## src/mpbm_pkg.sv

```systemverilog
// ----------------------------------------------------------------------------
// mpbm_pkg
// Shared types and constants of the multi-pattern byte matcher: request and
// response payloads, table entry layouts, and controller/datapath signals.
// ----------------------------------------------------------------------------
package mpbm_pkg;

   // automaton geometry
   localparam int STATE_W      = 10;
   localparam int NUM_STATES   = 1024;
   localparam int BYTE_W       = 8;
   localparam int ALPHABET     = 256;
   localparam int PAT_W        = 8;
   localparam int DEPTH_W      = 10;
   localparam int OFFSET_WIDTH = 32;
   localparam int START_W      = 32;
   localparam int GOTO_DEPTH   = NUM_STATES * ALPHABET;
   localparam int GOTO_AW      = $clog2(GOTO_DEPTH);
   localparam int STEP_W       = STATE_W + 1;

   // request operation codes
   localparam logic [1:0] OP_SCAN    = 2'd0;
   localparam logic [1:0] OP_GOTO_WR = 2'd1;
   localparam logic [1:0] OP_NODE_WR = 2'd2;

   typedef struct packed {
      logic [1:0]         operation;
      logic [BYTE_W-1:0]  byte_value;
      logic               end_of_buffer;
      logic [STATE_W-1:0] node_index;
      logic [STATE_W-1:0] child_state;
      logic               child_valid;
      logic [STATE_W-1:0] fail_state;
      logic               has_output;
      logic [PAT_W-1:0]   pattern_number;
      logic [DEPTH_W-1:0] node_depth;
   } req_type;

   typedef struct packed {
      logic               match_found;
      logic [PAT_W-1:0]   matched_pattern;
      logic [START_W-1:0] match_start;
      logic [DEPTH_W-1:0] match_length;
   } rsp_type;

   // goto table entry
   typedef struct packed {
      logic               valid;
      logic [STATE_W-1:0] child;
   } goto_entry_type;

   // node table entry
   typedef struct packed {
      logic [STATE_W-1:0] fail;
      logic               has_output;
      logic [PAT_W-1:0]   pattern;
      logic [DEPTH_W-1:0] depth;
   } node_entry_type;

   // controller to datapath
   typedef struct packed {
      logic clear_step;   // clear one goto entry
      logic load;         // capture the request
      logic write_item;   // table write or no-op, zero response
      logic follow_edge;  // take the goto edge, fetch child node entry
      logic follow_fail;  // move to the fail state
      logic end_scan;     // finish the byte and respond
      logic report;       // response may carry a match
   } cmd_type;

   // datapath to controller
   typedef struct packed {
      logic clear_last;
      logic goto_hit;
      logic at_root;
   } status_type;

endpackage

```

## src/mpbm_ctrl.sv

```systemverilog
// ----------------------------------------------------------------------------
// mpbm_ctrl
// Sequencer of the matcher: goto table clearing after reset, table writes,
// and the goto / fail-link walk for each scanned byte.
// ----------------------------------------------------------------------------
module mpbm_ctrl (
   input  logic                 clock,
   input  logic                 reset,
   input  logic                 start,
   input  logic [1:0]           req_op,
   input  mpbm_pkg::status_type status,
   output mpbm_pkg::cmd_type    cmd,
   output logic                 busy
);
   import mpbm_pkg::*;

   typedef enum logic [5:0] {
      ST_CLEAR    = 6'b000001,
      ST_IDLE     = 6'b000010,
      ST_WRITE    = 6'b000100,
      ST_LOOKUP   = 6'b001000,
      ST_GOTO_CHK = 6'b010000,
      ST_OUT_CHK  = 6'b100000
   } state_type;

   state_type state_ff, state_in;

   // next state and commands
   always_comb begin
      state_in = state_ff;
      cmd      = '0;
      case (state_ff)
         ST_CLEAR: begin
            cmd.clear_step = 1'b1;
            if (status.clear_last) begin
               state_in = ST_IDLE;
            end
         end
         ST_IDLE: begin
            if (start) begin
               cmd.load = 1'b1;
               state_in = (req_op == OP_SCAN) ? ST_LOOKUP : ST_WRITE;
            end
         end
         ST_WRITE: begin
            cmd.write_item = 1'b1;
            state_in       = ST_IDLE;
         end
         // goto and node entries of the current state are being read
         ST_LOOKUP: begin
            state_in = ST_GOTO_CHK;
         end
         ST_GOTO_CHK: begin
            if (status.goto_hit) begin
               cmd.follow_edge = 1'b1;
               state_in        = ST_OUT_CHK;
            end else if (status.at_root) begin
               cmd.end_scan = 1'b1;
               state_in     = ST_IDLE;
            end else begin
               cmd.follow_fail = 1'b1;
               state_in        = ST_LOOKUP;
            end
         end
         ST_OUT_CHK: begin
            cmd.end_scan = 1'b1;
            cmd.report   = 1'b1;
            state_in     = ST_IDLE;
         end
         default: begin
            state_in = ST_IDLE;
         end
      endcase
   end

   always_ff @(posedge clock) begin
      if (reset) begin
         state_ff <= ST_CLEAR;
      end else begin
         state_ff <= state_in;
      end
   end

   assign busy = (state_ff != ST_IDLE);

endmodule

```

## config.mk

```make
export PLATFORM = sky130hd
export DESIGN_NAME = mpbm_ctrl
export DESIGN_NICKNAME = d
export VERILOG_FILES = /design/src/mpbm_pkg.sv /design/src/mpbm_ctrl.sv
export SDC_FILE = /design/constraint.sdc
export NUM_CORES = 1
export LEC_CHECK = 0
export BUFFER_PORTS_ARGS = -buffer_cell sky130_fd_sc_hd__buf_4
export CAP_MARGIN = 20
export CORE_AREA = 2 2 39 41
export DETAILED_ROUTE_END_ITERATION = 16
export DIE_AREA = 0 0 41 43
export PLACE_DENSITY = 0.59
export SYNTH_ARGS = -nofsm -noshare
export SYNTH_HDL_FRONTEND = slang
export SYNTH_SLANG_ARGS = --single-unit
```

## constraint.sdc

```tcl
create_clock -name clock -period 1.2 [get_ports clock]
set_input_delay 0.24 -clock clock [delete_from_list [all_inputs] [get_ports clock]]
set_output_delay 0.24 -clock clock [all_outputs]
set_load 0.03 [all_outputs]
```

==> results of run 1 <==
## worst max path at each step
stage                                         from     end  slack, ps  depth (start not counted)
after CTS                 state_ff[3]$_SDFFE_PP0P_  cmd[1]       -440                          4
final                     state_ff[5]$_SDFFE_PP0P_  cmd[1]       -430                          4
after floorplan           state_ff[2]$_SDFFE_PP0P_  cmd[1]        -60                          3
after detailed placement  state_ff[3]$_SDFFE_PP0P_  cmd[1]       -180                          4
after global routing      state_ff[5]$_SDFFE_PP0P_  cmd[1]       -520                          4
after global placement    state_ff[2]$_SDFFE_PP0P_  cmd[1]       -150                          4
## synth_stat cells, drive strengths merged, types with 2 or more instances
cell type	count
nand2	2
and3	2
nor2	6
dfxtp	6
nor4	2
nor3	2
inv	4
nand3	2
nor3b	3
## layout make-up
class	count	area (µm²)
sequential	6	131
inverter	4	15.0
tap	16	20.0
timing repair buffer	36	304
fill	132	584
multi-input combinational	32	307
clock buffer	3	22.5
## worst reg2reg max path, cell delays in order, from the launching register on
cell	delay [ps]
dfxtp_4	350
nor4_4	330
nand4b_1	230
buf_4	200
a31oi_1	120
## cell families (layout without fill, tap and decap cells)
| logic type | after synthesis | count (layout) | share of synthesized area (%) |
|---|---|---|---|
| and+or+nand+nor | 28 | 28 | 52.3 |
| DFF | 6 | 6 | 32.0 |
| buffers and inverters | 5 | 43 | 6.00 |
| AOI/OAI and AO/OA | 4 | 4 | 9.67 |
## power groups by stage
stage	clock, mW	combinational (mW)	sequential, mW
floorplan	0	0.0686	0.226
detailed placement	0	0.150	0.222
CTS	0.181	0.173	0.217
global route	0.201	0.192	0.216
global placement	0	0.149	0.222
finish	0.182	0.178	0.216
## stage by stage
| stage | hold slack, ps | worst slack (ps) | power, mW | area (µm²) |
|---|---|---|---|---|
| 4_1_cts | 192 | -439 | 0.571 | 757 |
| 2_1_floorplan | 306 | -63.5 | 0.295 | 424 |
| 5_1_grt | 183 | -523 | 0.609 | 800 |
| 3_5_place_dp | 435 | -183 | 0.372 | 681 |
| 6_report | 187 | -434 | 0.576 | 800 |
| 3_3_place_gp | 430 | -151 | 0.371 | 681 |
## routing by layer
| metal | wire length [µm] | up-vias | part of all wire, % |
|---|---|---|---|
| met2 | 566 | 16 | 53 |
| li1 | - | 233 | - |
| met3 | 39 | 5 | 3.6 |
| met4 | 28 | 0 | 2.6 |
| met1 | 436 | 206 | 41 |
| met5 | 0 | - | 0 |
## timing repair
item,CTS,global route
resized for setup,10,9
pin swaps,7,6
setup endpoints to repair,13,14
buffers inserted,2,1
==> metrics.txt, run 1 <==
status finished, violations left; failing checks setup timing; Syn. warnings 0; Data arrival, critical path around 1400 ps; Synth cell types 25; Combinational Power Share a little under a third; pwr dens just over 700 mW/mm²; Final Skew 1.18 ps; flops & latches, synth 6; non-filler instance count after layout between 90 and 100; max FFs per register 6; FP Rows 14; Worst setup SP type register; Buffers & Inverters on Critical Path 1; post-synthesis sequential area ratio 32.0%; R2R setup slack -100 ps; largest net degree at the start of global routing 7; clk sink count 6; syn avg cell area 8.73 µm²; CTS buffer count 3; placed insts 91; CTS H-tree lvls 1; Flop pwr share between 30% and 40%; slowest CP cell dfxtp_4; DRT Pass-1 Iters 4; worst setup margin -434 ps; Worst-path clk slew roughly 40 ps; worst vdd rail ir drop 0.399 mV; Worst setup EP type output pin; worst hold path cell count 2; ys flop type dfxtp_1; Setup-failing EPs final 13; area of the core 0.00138 mm²; Critical R2R Capture state_ff[1]$_SDFFE_PP0P_; drt initial violations 10; Final Util ~58%; r2r startpoint state_ff[5]$_SDFFE_PP0P_; Synth top area share 32.0%; commonest non-fill, non-tap cell in the layout buf_4; met3 Usage GRT approximately 3.1%; Psw 0.156 mW; die height between 40 and 50 µm; CP top delay family simple AND/OR/NAND/NOR gates; fmax ~600 MHz; setup TNS -3030 ps; measured slew at the worst slew-check pin around 280 ps; global-route wire length before repair about 1800 µm; Initial Utilization around 27%; Clock power frac 31.6%; met1 track demand over resource 18.8%; TritonCTS clock tree built; wirelength, routed roughly 1100 µm; Die Span X 41 µm; fin crit period between 1500 and 2000 ps; Post-Syn Instances 43; initial antenna violation count 0; leak pwr 0.361 nW; clk buf depth 2; Slew Limit Fails 0; GRT Total Usage ~16%; critical path fanouts, max 4; vias in the first global route 437; DR vias 460; Sw Ratio 27.2%; Mapped Nets about 50; layout cells sized above 1 between 70% and 80%; biggest registers after layout state_ff: 6 flops; most used routing layer met2; Slew headroom 81.3%; Worst Hold Launch reset; Final Cycle Share 136%; Worst EP required about 960 ps; Slowest Stage Delay on Critical Path around 350 ps; CTS root buf clkbuf_4; Int Power between 0.4 and 0.5 mW; EDFF count, synth 0; met2 Use GR 23.4%; Reg2Reg Depth 4; area of the die between 0.0015 and 0.002 mm²; Max-Cap Viols 0; total gr overflow 0; Cell Area, Synth about 380 µm²; DR vias/cell roughly 4.7; Residual DRC 0; RSZ-0062 raised after global routing yes; worst path cell trace nor4_4 > nand4b_1 > nand2b_4 > buf_6; Clock Latency Late Sink around 240 ps; antenna cells 0; Hold Crit Class input port to register; Post-synth ARST share 0%; Post-DP HPWL about 900 µm; Layout Nets between 90 and 100; top cells by area, synth dfxtp_1, nor4b_4, nor2_1; most frequent cells in the layout buf_4, buf_6, nor2_1; cts hold-fix bufs 0; I/O pin count 16; Area growth syn-to-layout 113%; Most flops, register state_ff; routed len/inst 11.0 µm; area leader, netlist dfxtp_1; final hold violation count 0; sink of the worst hold path state_ff[2]$_SDFFE_PP0P_; routability cong. 0.768; crit path kind register to output pin; Final ANT Viol Nets 0; port buffer count 15
Note: power is estimated with default switching activity, not from simulation.
==> run 2, diff against run 1 <==
TNS_END_PERCENT = 20   (was unset)
==> metrics.txt, run 2 (synthesis results as in run 1) <==
status finished, violations left; failing checks setup timing; Worst Hold Launch reset; clk buf depth 2 (unchanged); CP Launch Point state_ff[5]$_SDFFE_PP0P_; layout cells sized above 1 66.7% (-7.4 points); fin crit period 1580 ps (-55.0 ps); worst setup margin -379 ps (+55.0 ps); vias in the first global route 400 (-8.5%); largest net degree at the start of global routing 6 (-1); Most flops, register state_ff; Die Span X 41 µm (unchanged); worst vdd rail ir drop 0.468 mV (+17%); Setup-failing EPs final 12 (-1); total gr overflow 0 (unchanged); commonest non-fill, non-tap cell in the layout buf_4; Critical R2R Capture state_ff[3]$_SDFFE_PP0P_; clk sink count 6 (unchanged); antenna cells 0 (unchanged); Slew Limit Fails 0 (unchanged); Data arrival, critical path 1340 ps (-50 ps); I/O pin count 16 (unchanged); Area after DPL 639 µm² (-6.1%); R2R setup slack -110 ps (about the same); Worst setup SP type register; Worst-path clk slew 40 ps (about the same); TritonCTS clock tree built; drt initial violations 0 (-10); measured slew at the worst slew-check pin 226 ps (-53.2 ps); critical path fanouts, max 4 (unchanged); Max-Cap Viols 0 (unchanged); Post-DP HPWL 824 µm (-6.8%); Residual DRC 0 (unchanged); Setup WS pre-CTS -192 ps (-8.79 ps); Worst setup EP type output pin; fmax 633 MHz (+3.5%); Final Util 51.7% (-6.1 points); biggest registers after layout state_ff: 6 flops; fill cell count 143 (+8.3%); Power Total 0.547 mW (-5.0%); Final ANT Viol Nets 0 (unchanged); most frequent cells in the layout buf_4, nor2_1, buf_6, dfxtp_2, inv_1; global-route wire length before repair 1620 µm (-11%); Initial Utilization 27.1% (unchanged); die height 43 µm (unchanged); max FFs per register 6 (unchanged); worst hold path cell count 2 (unchanged); Reg2Reg Depth 5 (+1); area of the die 0.00176 mm² (unchanged); DR vias/cell 4.63 (-2.4%); final instance area 716 µm² (-10%); wirelength, routed 1010 µm (-5.8%); Final Skew 0.293 ps (-0.891 ps); port buffer count 15 (unchanged); Worst EP required 960 ps (about the same); RSZ-0062 raised after global routing yes; routed len/inst 11.1 µm (+0.42%); DRT Pass-1 Iters 1 (-3); DR vias 421 (-8.5%); Final Cycle Share 132% (-4.6 points); routability cong. 0.648 (-16%); final hold violation count 0 (unchanged); leak pwr 0.330 nW (-8.4%); sink of the worst hold path state_ff[2]$_SDFFE_PP0P_; pwr dens 764 mW/mm² (+6.1%); cts hold-fix bufs 0 (unchanged); CTS buffer count 3 (unchanged); crit path kind register to output pin; area of the core 0.00138 mm² (unchanged); GRT Total Usage 14.3% (-1.2 points); Layout Nets 85 (-6.6%); CTS root buf clkbuf_4; Clock Latency Late Sink 240 ps (about the same); Area growth syn-to-layout 90.7%; Hold Crit Class input port to register; CTS H-tree lvls 1 (unchanged); initial antenna violation count 0 (unchanged); FP Rows 14 (unchanged); r2r startpoint state_ff[5]$_SDFFE_PP0P_; Slew headroom 84.8% (+3.6 points)
==> run 2: layer usage <==
metal,GRT usage (%),routed length (µm),up-vias
met4,6.00,17,0
met3,9.42,46,2
met1,15.7,425,190
met5,0,0,-
li1,-,-,220
met2,20.9,520,9
==> run 2: critical path, cell delays in order, from the launching register on <==
cell and delay (ps):
dfxtp_2 340, nor4_4 280, nand4b_1 230, nand2b_4 120
buf_6 130
==> run 2: worst max path at each step <==
stage | endpoint | slack, ps | cells after the start
6_report | cmd[1] | -380 | 4
3_3_place_gp | cmd[1] | -210 | 4
3_5_place_dp | cmd[1] | -190 | 4
5_1_grt | cmd[6] | -440 | 4
4_1_cts | cmd[1] | -410 | 4
2_1_floorplan | cmd[5] | -100 | 3
==> run 2: stage by stage <==
stage	instances	TNS [ps]	hold WS (ps)
after floorplan	43	-421	314
after global placement	87	-1030	438
after detailed placement	87	-1070	442
after CTS	91	-2940	183
after global routing	91	-3440	157
final	91	-2640	182
==> run 2: report_power, final <==
group	switching (mW)	total [mW]	internal, mW	leakage (nW)
clock	0.0684	0.181	0.113	0.0138
sequential	0.0115	0.221	0.209	0.0512
combinational	0.0675	0.145	0.0775	0.265
==> run 2: cell type report <==
type / instances / area [µm²] / share of cell area (%)
flip-flops and latches: 6 / 128 / 17.8
inverters: 4 / 15.0 / 2.10
repair buffers: 30 / 248 / 34.6
well taps: 16 / 20.0 / 2.80
clock buffers: 3 / 22.5 / 3.15
multi-input cells: 32 / 283 / 39.5
==> run 2: repair_timing <==
| action | CTS | global route |
|---|---|---|
| setup endpoints to repair | 13 | 13 |
| buffers inserted | 1 | 0 |
| pin swaps | 2 | 2 |
| resized for setup | 8 | 7 |
